File: src/sha1de_pkg.sv
// sha1de_pkg: types, constants and helper functions shared by the sha1 digest engine
// no dependencies; imported by the controller, datapath and top level

package sha1de_pkg;

  localparam int unsigned WORD_W     = 32;
  localparam int unsigned LEN_W      = 61;
  localparam int unsigned NUM_HASH   = 5;
  localparam int unsigned WIN_DEPTH  = 16;
  localparam int unsigned NUM_ROUNDS = 80;

  localparam logic [31:0] IV_0 = 32'h6745_2301;
  localparam logic [31:0] IV_1 = 32'hEFCD_AB89;
  localparam logic [31:0] IV_2 = 32'h98BA_DCFE;
  localparam logic [31:0] IV_3 = 32'h1032_5476;
  localparam logic [31:0] IV_4 = 32'hC3D2_E1F0;

  localparam logic [31:0] K_0 = 32'h5A82_7999;
  localparam logic [31:0] K_1 = 32'h6ED9_EBA1;
  localparam logic [31:0] K_2 = 32'h8F1B_BCDC;
  localparam logic [31:0] K_3 = 32'hCA62_C1D6;

  localparam logic [31:0] PAD_MARKER = 32'h8000_0000;

  localparam logic [2:0] FULL_BYTES = 3'd4;
  localparam logic [2:0] LAST_IDX   = 3'd4;
  localparam logic [3:0] POS_LEN_HI = 4'd14;
  localparam logic [3:0] POS_LEN_LO = 4'd15;
  localparam logic [6:0] ROUND_LAST = 7'd79;
  localparam logic [6:0] ROUND_SCHED = 7'd16;
  localparam logic [6:0] ROUND_P1   = 7'd20;
  localparam logic [6:0] ROUND_P2   = 7'd40;
  localparam logic [6:0] ROUND_P3   = 7'd60;

  typedef enum logic [2:0] {
    SRC_INPUT,
    SRC_MARKER,
    SRC_ZERO,
    SRC_LEN_HI,
    SRC_LEN_LO
  } push_src_e;

  typedef struct packed {
    logic       push;
    push_src_e  src;
    logic       pad_in_word;
    logic [2:0] byte_count;
    logic       len_add;
    logic       work_load;
    logic       round_en;
    logic [6:0] round_idx;
    logic       chain_add;
    logic       chain_init;
    logic [2:0] out_idx;
  } cmd_t;

  function automatic logic [31:0] rotl1(input logic [31:0] x);
    return {x[30:0], x[31]};
  endfunction

  function automatic logic [31:0] rotl5(input logic [31:0] x);
    return {x[26:0], x[31:27]};
  endfunction

  function automatic logic [31:0] rotl30(input logic [31:0] x);
    return {x[1:0], x[31:2]};
  endfunction

  // keep n leading bytes, then the 0x80 marker; n of 4 or more returns w unchanged
  function automatic logic [31:0] pad_last_word(input logic [31:0] w, input logic [2:0] n);
    logic [31:0] r;
    case (n)
      3'd0: r = PAD_MARKER;
      3'd1: r = {w[31:24], 24'h80_0000};
      3'd2: r = {w[31:16], 16'h8000};
      3'd3: r = {w[31:8], 8'h80};
      default: r = w;
    endcase
    return r;
  endfunction

endpackage

File: src/sha1de_if.sv
// sha1de_in_if / sha1de_out_if: valid/ready channels of the sha1 digest engine
// no dependencies

interface sha1de_in_if;
  logic        valid;
  logic        ready;
  logic [31:0] data_word;
  logic [2:0]  valid_bytes;
  logic        last_word;

  modport source (output valid, data_word, valid_bytes, last_word, input ready);
  modport sink   (input valid, data_word, valid_bytes, last_word, output ready);
endinterface

interface sha1de_out_if;
  logic        valid;
  logic        ready;
  logic [31:0] digest_word;
  logic [2:0]  word_index;
  logic        last_digest;

  modport source (output valid, digest_word, word_index, last_digest, input ready);
  modport sink   (input valid, digest_word, word_index, last_digest, output ready);
endinterface

File: src/sha1de_ctrl.sv
// sha1de_ctrl: sequencer for word intake, padding, rounds and digest readout
// depends on sha1de_pkg

module sha1de_ctrl (
  input  logic              clk_i,
  input  logic              rst_ni,
  input  logic              in_valid_i,
  input  logic [2:0]        in_bytes_i,
  input  logic              in_last_i,
  output logic              in_ready_o,
  output logic              out_valid_o,
  input  logic              out_ready_i,
  output sha1de_pkg::cmd_t  cmd_o
);
  import sha1de_pkg::*;

  localparam logic [2:0] S_IDLE  = 3'd0;
  localparam logic [2:0] S_ROUND = 3'd1;
  localparam logic [2:0] S_FINAL = 3'd2;
  localparam logic [2:0] S_PAD   = 3'd3;
  localparam logic [2:0] S_OUT   = 3'd4;

  logic [2:0] state_q, state_d;
  logic [6:0] round_q, round_d;
  logic [3:0] pos_q, pos_d;
  logic [2:0] idx_q, idx_d;
  logic       msg_done_q, msg_done_d;
  logic       marker_q, marker_d;
  logic       hi_done_q, hi_done_d;
  logic       len_done_q, len_done_d;
  logic [2:0] count_c;

  assign count_c = !in_last_i ? FULL_BYTES :
                   (in_bytes_i > FULL_BYTES) ? FULL_BYTES : in_bytes_i;

  always_comb begin
    state_d    = state_q;
    round_d    = round_q;
    pos_d      = pos_q;
    idx_d      = idx_q;
    msg_done_d = msg_done_q;
    marker_d   = marker_q;
    hi_done_d  = hi_done_q;
    len_done_d = len_done_q;
    in_ready_o  = 1'b0;
    out_valid_o = 1'b0;

    cmd_o             = '0;
    cmd_o.src         = SRC_INPUT;
    cmd_o.byte_count  = count_c;
    cmd_o.round_idx   = round_q;
    cmd_o.out_idx     = idx_q;

    case (state_q)
      S_IDLE: begin
        in_ready_o = 1'b1;
        if (in_valid_i) begin
          cmd_o.push        = 1'b1;
          cmd_o.src         = SRC_INPUT;
          cmd_o.pad_in_word = in_last_i && (count_c != FULL_BYTES);
          cmd_o.len_add     = 1'b1;
          pos_d = pos_q + 4'd1;
          if (in_last_i) begin
            msg_done_d = 1'b1;
            marker_d   = (count_c == FULL_BYTES);
          end
          if (pos_q == POS_LEN_LO) begin
            cmd_o.work_load = 1'b1;
            round_d = '0;
            state_d = S_ROUND;
          end else if (in_last_i) begin
            state_d = S_PAD;
          end
        end
      end
      S_ROUND: begin
        cmd_o.round_en = 1'b1;
        round_d = round_q + 7'd1;
        if (round_q == ROUND_LAST) begin
          round_d = '0;
          state_d = S_FINAL;
        end
      end
      S_FINAL: begin
        cmd_o.chain_add = 1'b1;
        if (len_done_q) begin
          idx_d   = '0;
          state_d = S_OUT;
        end else if (msg_done_q) begin
          state_d = S_PAD;
        end else begin
          state_d = S_IDLE;
        end
      end
      S_PAD: begin
        cmd_o.push = 1'b1;
        pos_d = pos_q + 4'd1;
        if (marker_q) begin
          cmd_o.src = SRC_MARKER;
          marker_d  = 1'b0;
        end else if (pos_q == POS_LEN_HI) begin
          cmd_o.src = SRC_LEN_HI;
          hi_done_d = 1'b1;
        end else if (pos_q == POS_LEN_LO && hi_done_q) begin
          cmd_o.src  = SRC_LEN_LO;
          len_done_d = 1'b1;
        end else begin
          cmd_o.src = SRC_ZERO;
        end
        if (pos_q == POS_LEN_LO) begin
          cmd_o.work_load = 1'b1;
          round_d = '0;
          state_d = S_ROUND;
        end
      end
      S_OUT: begin
        out_valid_o = 1'b1;
        if (out_ready_i) begin
          idx_d = idx_q + 3'd1;
          if (idx_q == LAST_IDX) begin
            cmd_o.chain_init = 1'b1;
            idx_d      = '0;
            pos_d      = '0;
            msg_done_d = 1'b0;
            marker_d   = 1'b0;
            hi_done_d  = 1'b0;
            len_done_d = 1'b0;
            state_d    = S_IDLE;
          end
        end
      end
      default: begin
        state_d = S_IDLE;
      end
    endcase
  end

  always_ff @(posedge clk_i or negedge rst_ni) begin
    if (!rst_ni) begin
      state_q    <= S_IDLE;
      round_q    <= '0;
      pos_q      <= '0;
      idx_q      <= '0;
      msg_done_q <= 1'b0;
      marker_q   <= 1'b0;
      hi_done_q  <= 1'b0;
      len_done_q <= 1'b0;
    end else begin
      state_q    <= state_d;
      round_q    <= round_d;
      pos_q      <= pos_d;
      idx_q      <= idx_d;
      msg_done_q <= msg_done_d;
      marker_q   <= marker_d;
      hi_done_q  <= hi_done_d;
      len_done_q <= len_done_d;
    end
  end

endmodule

File: src/sha1de_datapath.sv
// sha1de_datapath: schedule window, working variables, chaining words and length
// depends on sha1de_pkg

module sha1de_datapath (
  input  logic              clk_i,
  input  logic              rst_ni,
  input  logic [31:0]       in_word_i,
  input  sha1de_pkg::cmd_t  cmd_i,
  output logic [31:0]       digest_o
);
  import sha1de_pkg::*;

  logic [WORD_W-1:0] win_q [WIN_DEPTH];
  logic [WORD_W-1:0] work_q [NUM_HASH];
  logic [WORD_W-1:0] chain_q [NUM_HASH];
  logic [LEN_W-1:0]  len_q;

  logic [WORD_W-1:0] push_word;
  logic [WORD_W-1:0] wt;
  logic [WORD_W-1:0] fn;
  logic [WORD_W-1:0] kc;
  logic [WORD_W-1:0] temp;
  logic [WORD_W-1:0] shift_in;
  logic [WORD_W-1:0] iv [NUM_HASH];

  assign iv[0] = IV_0;
  assign iv[1] = IV_1;
  assign iv[2] = IV_2;
  assign iv[3] = IV_3;
  assign iv[4] = IV_4;

  always_comb begin
    case (cmd_i.src)
      SRC_INPUT:  push_word = cmd_i.pad_in_word ?
                              pad_last_word(in_word_i, cmd_i.byte_count) : in_word_i;
      SRC_MARKER: push_word = PAD_MARKER;
      SRC_LEN_HI: push_word = len_q[LEN_W-1:29];
      SRC_LEN_LO: push_word = {len_q[28:0], 3'b000};
      default:    push_word = '0;
    endcase
  end

  // oldest word sits in entry 0
  assign wt = (cmd_i.round_idx < ROUND_SCHED) ? win_q[0] :
              rotl1(win_q[13] ^ win_q[8] ^ win_q[2] ^ win_q[0]);

  always_comb begin
    if (cmd_i.round_idx < ROUND_P1) begin
      fn = (work_q[1] & work_q[2]) | (~work_q[1] & work_q[3]);
      kc = K_0;
    end else if (cmd_i.round_idx < ROUND_P2) begin
      fn = work_q[1] ^ work_q[2] ^ work_q[3];
      kc = K_1;
    end else if (cmd_i.round_idx < ROUND_P3) begin
      fn = (work_q[1] & work_q[2]) | (work_q[1] & work_q[3]) | (work_q[2] & work_q[3]);
      kc = K_2;
    end else begin
      fn = work_q[1] ^ work_q[2] ^ work_q[3];
      kc = K_3;
    end
  end

  assign temp     = rotl5(work_q[0]) + fn + work_q[4] + kc + wt;
  assign shift_in = cmd_i.round_en ? wt : push_word;

  always_ff @(posedge clk_i) begin
    if (cmd_i.push || cmd_i.round_en) begin
      for (int i = 0; i < WIN_DEPTH - 1; i++) begin
        win_q[i] <= win_q[i+1];
      end
      win_q[WIN_DEPTH-1] <= shift_in;
    end
  end

  always_ff @(posedge clk_i or negedge rst_ni) begin
    if (!rst_ni) begin
      for (int i = 0; i < NUM_HASH; i++) begin
        work_q[i]  <= '0;
        chain_q[i] <= iv[i];
      end
      len_q <= '0;
    end else begin
      if (cmd_i.work_load) begin
        for (int i = 0; i < NUM_HASH; i++) begin
          work_q[i] <= chain_q[i];
        end
      end else if (cmd_i.round_en) begin
        work_q[0] <= temp;
        work_q[1] <= work_q[0];
        work_q[2] <= rotl30(work_q[1]);
        work_q[3] <= work_q[2];
        work_q[4] <= work_q[3];
      end
      if (cmd_i.chain_init) begin
        for (int i = 0; i < NUM_HASH; i++) begin
          chain_q[i] <= iv[i];
        end
      end else if (cmd_i.chain_add) begin
        for (int i = 0; i < NUM_HASH; i++) begin
          chain_q[i] <= chain_q[i] + work_q[i];
        end
      end
      if (cmd_i.chain_init) begin
        len_q <= '0;
      end else if (cmd_i.len_add) begin
        len_q <= len_q + LEN_W'(cmd_i.byte_count);
      end
    end
  end

  always_comb begin
    case (cmd_i.out_idx)
      3'd0:    digest_o = chain_q[0];
      3'd1:    digest_o = chain_q[1];
      3'd2:    digest_o = chain_q[2];
      3'd3:    digest_o = chain_q[3];
      default: digest_o = chain_q[4];
    endcase
  end

endmodule

File: src/sha1_digest_engine.sv
// sha1_digest_engine: one message word taken per cycle between blocks; each full
// 16-word block then runs 80 rounds at one per cycle in the single round unit, then
// the chaining add. after the last word, padding pushes one word per cycle between
// blocks (up to two blocks), then the five digest words follow, one transaction each.
// rst_ni (async, active low) loads the initial hash, clears length and counters; the
// schedule window is not reset.

module sha1_digest_engine (
  input  logic        clk_i,
  input  logic        rst_ni,
  sha1de_in_if.sink   in_i,
  sha1de_out_if.source out_o
);
  import sha1de_pkg::*;

  cmd_t        cmd;
  logic [31:0] digest;

  sha1de_ctrl u_ctrl (
    .clk_i       (clk_i),
    .rst_ni      (rst_ni),
    .in_valid_i  (in_i.valid),
    .in_bytes_i  (in_i.valid_bytes),
    .in_last_i   (in_i.last_word),
    .in_ready_o  (in_i.ready),
    .out_valid_o (out_o.valid),
    .out_ready_i (out_o.ready),
    .cmd_o       (cmd)
  );

  sha1de_datapath u_datapath (
    .clk_i     (clk_i),
    .rst_ni    (rst_ni),
    .in_word_i (in_i.data_word),
    .cmd_i     (cmd),
    .digest_o  (digest)
  );

  assign out_o.digest_word = digest;
  assign out_o.word_index  = cmd.out_idx;
  assign out_o.last_digest = (cmd.out_idx == LAST_IDX);

endmodule

File: src/flat_wrapper.sv
// flat-port wrapper written by rule: the top's interface ports become plain ports
module sha1_digest_engine_flat import sha1de_pkg::*;
  (clk_i, rst_ni, in_i_valid, in_i_data_word, in_i_valid_bytes, in_i_last_word, in_i_ready, out_o_valid, out_o_digest_word, out_o_word_index, out_o_last_digest, out_o_ready);
  sha1de_in_if in_i_i ();
  sha1de_out_if out_o_i ();
  input  logic clk_i;
  input  logic rst_ni;
  input wire logic [$bits(in_i_i.valid)-1:0] in_i_valid;
  input wire logic [$bits(in_i_i.data_word)-1:0] in_i_data_word;
  input wire logic [$bits(in_i_i.valid_bytes)-1:0] in_i_valid_bytes;
  input wire logic [$bits(in_i_i.last_word)-1:0] in_i_last_word;
  output wire logic [$bits(in_i_i.ready)-1:0] in_i_ready;
  output wire logic [$bits(out_o_i.valid)-1:0] out_o_valid;
  output wire logic [$bits(out_o_i.digest_word)-1:0] out_o_digest_word;
  output wire logic [$bits(out_o_i.word_index)-1:0] out_o_word_index;
  output wire logic [$bits(out_o_i.last_digest)-1:0] out_o_last_digest;
  input wire logic [$bits(out_o_i.ready)-1:0] out_o_ready;
  assign in_i_i.valid = in_i_valid;
  assign in_i_i.data_word = in_i_data_word;
  assign in_i_i.valid_bytes = in_i_valid_bytes;
  assign in_i_i.last_word = in_i_last_word;
  assign in_i_ready = in_i_i.ready;
  assign out_o_valid = out_o_i.valid;
  assign out_o_digest_word = out_o_i.digest_word;
  assign out_o_word_index = out_o_i.word_index;
  assign out_o_last_digest = out_o_i.last_digest;
  assign out_o_i.ready = out_o_ready;
  sha1_digest_engine u_core (.clk_i(clk_i), .rst_ni(rst_ni), .in_i(in_i_i), .out_o(out_o_i));
endmodule
File: config.mk
export PLATFORM = sky130hd
export DESIGN_NAME = sha1_digest_engine_flat
export DESIGN_NICKNAME = d
export VERILOG_FILES = /design/src/sha1de_pkg.sv /design/src/sha1de_if.sv /design/src/sha1de_ctrl.sv /design/src/sha1de_datapath.sv /design/src/sha1_digest_engine.sv /design/src/flat_wrapper.sv
export SDC_FILE = /design/constraint.sdc
export NUM_CORES = 2
export LEC_CHECK = 0
export BUFFER_PORTS_ARGS = -buffer_cell sky130_fd_sc_hd__clkbuf_2
export CORE_MARGIN = 2
export CORE_UTILIZATION = 57
export CTS_CLUSTER_SIZE = 40
export DETAILED_ROUTE_END_ITERATION = 7
export GPL_TIMING_DRIVEN = 1
export PLACE_DENSITY = 0.73
export SLEW_MARGIN = 10
export SYNTH_ARGS = -nofsm -noshare
export SYNTH_HDL_FRONTEND = slang
export SYNTH_SLANG_ARGS = --single-unit
File: constraint.sdc
create_clock -name clk_i -period 17.5 [get_ports clk_i]
set_clock_uncertainty 0.2 [all_clocks]
set_input_delay 5.25 -clock clk_i [delete_from_list [all_inputs] [get_ports clk_i]]
set_output_delay 5.25 -clock clk_i [all_outputs]
set_load 0.05 [all_outputs]
; Word-level counts from Yosys, hierarchy flattened
; Memory sizes are Yosys's and may differ from the RTL's.
; Cells that the tools add are included.
[word_totals]
regBits = 402
ram_bits = 512
in_bits = 40
word_cells = 181
mem_count = 1
[memory_table]
columns = name, depth, width, read_ports, rd_ports_with_merged_regs, wr, line_no
row1 = u_core.u_datapath.win_q, 16, 32, 16, 0, 16, sha1de_datapath.sv:13  ; logic [WORD_W-1:0] win_q [WIN_DEPTH];
[op_classes]
n_addsub = 13
order_cmp = 5
n_eq_ne = 31
n_mux = 76
n_bitwise = 13
reduce_logical = 23
[op_table]
columns = cell, n
row1 = 160-bit 2-to-1 mux, 4
row2 = 32-bit one-hot mux with 4 select lines, 3
row3 = 32-bit adder, 9
row4 = 32-bit 2-to-1 mux, 8
row5 = 32-bit bitwise XOR, 5
row6 = 32-bit AND, 4
row7 = 61-bit 2-to-1 mux, 2
row8 = 32-bit bitwise OR, 3
row9 = 61-bit by 3-bit adder with 61-bit output, 1
row10 = 3-bit 2-to-1 mux, 16
row11 = 32-bit NOT, 1
row12 = 31-bit 2-to-1 mux, 1
row13 = 1-bit 2-to-1 mux, 23
row14 = "2-bit inequality test, second input constant", 11
row15 = "3-bit by 2-bit equality test with 1-bit output, second input constant", 7
row16 = 7-bit 2-to-1 mux, 3
row17 = 7-bit one-hot mux with 3 select lines, 1
row18 = 3-bit one-hot mux with 5 select lines, 1
row19 = 5-bit AND reduction, 3
row20 = "7-bit by 5-bit less-than comparator with 1-bit output, second input constant", 2
row21 = "7-bit by 6-bit less-than comparator with 1-bit output, second input constant", 2
row22 = "3-bit by 1-bit equality test with 1-bit output, second input constant", 4
row23 = "3-bit equality test, second input constant", 4
row24 = 3-bit zero test, 4
row25 = 23 further kinds, 39

; Longest topological paths before layout
[depth]
depth_word = 12
depth_mapped = 25

; Hierarchy
; Synthesis repeated with hierarchy kept, for this count alone.
[unflattened]
hier_cells = 4265
hier_area_um2 = 49304.8
[by_module_without_submodules]
columns = mod, instances, cells_each, area_per_inst_um2, seq_area_each_um2
row1 = sha1de_datapath, 1, 4099, 47914.7, 25009.0
row2 = sha1de_ctrl, 1, 165, 1377.6, 525.5
row3 = sha1_digest_engine, 1, 1, 12.5, 0.0

; Worst setup path before layout
; OpenSTA, ideal clock, no wires.
[synth_timing]
kind = in2reg
start = input port in_i_valid
end = memory u_core.u_datapath.win_q[0][0], enable pin
setup_time_ns = 3.673
arrival_ns = 13.914
t_required_ns = 13.627
slack_ns = -0.287
path_stages = 4
n_path_buf = 0
path_cell_list = nand2b_1 -> nor2_1 -> nor2_1 -> nand2_1
[synth_lines]
columns = item, line_no
row1 = from (decl), flat_wrapper.sv:8  ; input wire logic [$bits(in_i_i.valid)-1:0] in_i_valid;
row2 = to (decl), sha1de_datapath.sv:13

; Worst setup path in the final report
[layout_timing]
start = input port in_i_valid
end = register u_core.u_datapath.work_q[147] (netlist name)
[layout_between]
elab_chain_len = 3
[layout_lines]
columns = item, line_no
row1 = 2-bit 2-to-1 mux (*), sha1de_ctrl.sv:57  ; if (in_valid_i) begin
row2 = 1-bit one-hot mux with 2 select lines (*), sha1de_ctrl.sv:54  ; case (state_q)
row3 = 160-bit 2-to-1 mux or 2-bit nonzero test (tied branches), n/a
row4 = "to (signal, indexed assignment)", sha1de_datapath.sv:85  ; work_q[i] <= chain_q[i];
row5 = to (decl), sha1de_datapath.sv:14  ; logic [WORD_W-1:0] work_q [NUM_HASH];
; Every way passes the cells marked *; elsewhere a longest branch is shown, timed or not.
; A chain may end at the register's enable or synchronous reset.

==> flow_summary.toml <==
[status]
status = "finished with violations"
violations = "DRC"

[sta]
relSlewSlack_pct = 18.78
fin_crit_ps = 9060
setup_slack_ps = 8441
period_share_pct = 51.77
fmaxAchievable_ghz = 0.1104
setup_viol = 0
holdWs_ps = 195.7
fin_setup_tns_ps = 0
drv_slew = 0
tightest_slew_ps = 1206
rsz0062_at_grt = "false"
finalHoldViolCount = 0

[clock_tree]
cts_hold_buf = 0
insertion_delay_ps = 690
cts.path.max_buffers = 3
cts_buffers = 95
cts.sinks = 914
cts_tree = "built"
cts_root_buffer = "clkbuf_16"
h-tree-depth = 3
post_cts_buffers = 0
path_clk_slew_ps = 60
cts_resized = 0

[yosys]
ys_async_sr_fraction_pct = 43.98
avgSynthCellArea_um2 = 11.19
synthCells = 4282
synth_edf_count = 512
ys_top_cells_by_area = "edfxtp_1 32%, dfrtp_1 17%, ha_1 5.3%"
ys.flop_type = "edfxtp_1"
yosysWarningCount = 0
synth_top_area_cell = "edfxtp_1"
synth_nets = 4652
ys_ff_latch = 914
synthDistinctLibCells = 89
syn_area_um2 = 47930
ys_seq_area_share_pct = 53.27
synth_top_area_share_pct = 32.08

[layout]
layout_commonest_cell = "edfxtp_1"
final_net_count = 4694
syn2layout_area_growth_pct = 9.872
fill_cells = 6385
mostFrequentLayoutCells = "512 x edfxtp_1, 444 x nand2_1, 322 x dfrtp_1"
layout-drive-gt1-share_pct = 9.126
stdcell_count = 5486

[global_routing]
grtUsageTotal_pct = 29.82
antenna_found_initial = 0
grt_pass1_wl_mm = 197.8
first_global_vias = 33530
grt_start_max_net_pins = 191
grt_overflow = 0

[drt]
drcViolationCount = 1
wire_per_inst_um = 23.49
final_antenna_net_count = 0
drtPass1Iterations = 8
via_per_inst = 6.323
totalWireLength_mm = 128.9
vias = 34690
drtIter0Drc = 4089

[floorplan]
die_width_um = 294.0
start_util_pct = 57.46
ios = 78
dieArea_um2 = 86430
coreArea_um2 = 83420
die_h_um = 294.0
rows = 106

[setup_path]
arrival_ps = 9430
worst_path_largest_cell_delay_ps = 920
worstSetupPathType = "in -> reg"
path_cells = "clkbuf_2 -> nand2b_1 -> nor2_1 -> nor2_1 -> nor2_4 -> buf_12 -> nor2_4 -> buf_4 -> buf_4 -> a22oi_1 -> o21ai_0"
r2r_setup_slack_ps = 10710
start_kind = "input port"
endpoint_kind = "flip-flop"
cp_max_fo = 167
crit_required_ps = 17870
cpMaxStageDelayCell = "nor2_4"

[place]
dp_worst_setup_slack_ps = 7824
place.gp.congestion = 0.9256
port_buffers = 77
hpwlAfterDp_mm = 85.17
dp.cells = 5307

[worst_hold_path]
hold_class = "reg -> reg"

[flow_run]
maxCapViolCount = 0
[cell usage after synthesis (13+ instances only)]
cell type  instances
dfstp_2           80
o21a_1            60
or3_1             32
o21bai_1          19
mux2i_1           46
a222oi_1          28
inv_1            242
o31ai_1           15
a21oi_1          251
a221o_1           18
nand3_1          119
nor2b_1           21
nor2_1           271
nand4_1           25
xnor2_1          201
dfrtp_1          322
and3_1            31
edfxtp_1         512
clkbuf_1         156
o211ai_1          15
fa_1             126
ha_1             204
a21o_1            83
o21ai_0          266
nor3_1            63
a22oi_1          219
a31oi_1           35
xor2_1           103
or2_2             13
nand2b_1          36
nand2_1          447
o22ai_1           32
a211oi_1          13
[stage by stage]
| stage | instance area (um^2) | utilization (%) |
|---|---|---|
| CTS | 52660 | 63.13 |
| detailed placement | 49460 | 59.29 |
| global placement | 49460 | 59.29 |
| floorplan | 47930 | - |
| global route | 52660 | 63.13 |
| finish | 52660 | 63.13 |
[state kept, by name, summed over array words and instances, names as in the netlist]
name and cells:
u_core.u_datapath.work_q 160, u_core.u_ctrl.marker_q 1, u_core.u_datapath.len_q 61, u_core.u_datapath.win_q 512, u_core.u_datapath.chain_q 160, u_core.u_ctrl.state_q 3, u_core.u_ctrl.idx_q 3, u_core.u_ctrl.msg_done_q 1
u_core.u_ctrl.len_done_q 1, u_core.u_ctrl.pos_q 4, u_core.u_ctrl.round_q 7, u_core.u_ctrl.hi_done_q 1
[per-layer routing]
layer | wire length (um) | part of all wire (%) | global-route usage (%)
met5 | 0 | 0 | 0
met4 | 5431 | 4.2 | 12.18
met3 | 10500 | 8.1 | 4.917
met2 | 57720 | 45 | 45.53
met1 | 55230 | 43 | 42.72
[kinds of logic after synthesis]
family	share of synthesized area, %
compound gates	15.65
simple gates	10.65
flops	53.27
buf+inv	3.305
fa+ha+maj	10.59
xor+xnor	5.555
mux	0.9841
[worst paths after layout]
| kind | from | end | depth (start not counted) |
|---|---|---|---|
| worst min-delay path | u_core.u_datapath.win_q[1][209]$_DFFE_PP_ | u_core.u_datapath.win_q[1][177]$_DFFE_PP_ | 0 |
| worst min register to register | u_core.u_datapath.win_q[1][209]$_DFFE_PP_ | u_core.u_datapath.win_q[1][177]$_DFFE_PP_ | 0 |
| worst max-delay path | in_i_valid | u_core.u_datapath.work_q[147]$_DFFE_PN0P_ | 11 |
| max in group asynchronous | rst_ni | u_core.u_datapath.work_q[136]$_DFFE_PN0P_ | 3 |
| worst max register to register | u_core.u_ctrl.round_q[4]$_DFFE_PN0P_ | u_core.u_datapath.work_q[158]$_DFFE_PN0P_ | 21 |
| min in group asynchronous | rst_ni | u_core.u_datapath.work_q[93]$_DFFE_PN0P_ | 1 |
[critical path, delay by kind of cell]
family                 cells  cell delay, ps
and+or+nand+nor            5            1780
AOI/OAI and AO/OA          2             300
buffers and inverters      4            1870
[cell type report]
type | count | area, um^2 | share of cell area (%)
Inverter | 244 | 915.9 | 1.739
Antenna cell | 1 | 2.502 | 0.004752
Clock buffer | 127 | 2597 | 4.932
Sequential cell | 914 | 25530 | 48.49
Multi-Input combinational cell | 2950 | 20900 | 39.68
Timing Repair Buffer | 119 | 760.7 | 1.444
Tap cell | 1080 | 1351 | 2.566
Clock inverter | 51 | 603.1 | 1.145
Power is not shown: default switching activity piles up to over one toggle a cycle in this logic, so the estimate is an artifact.
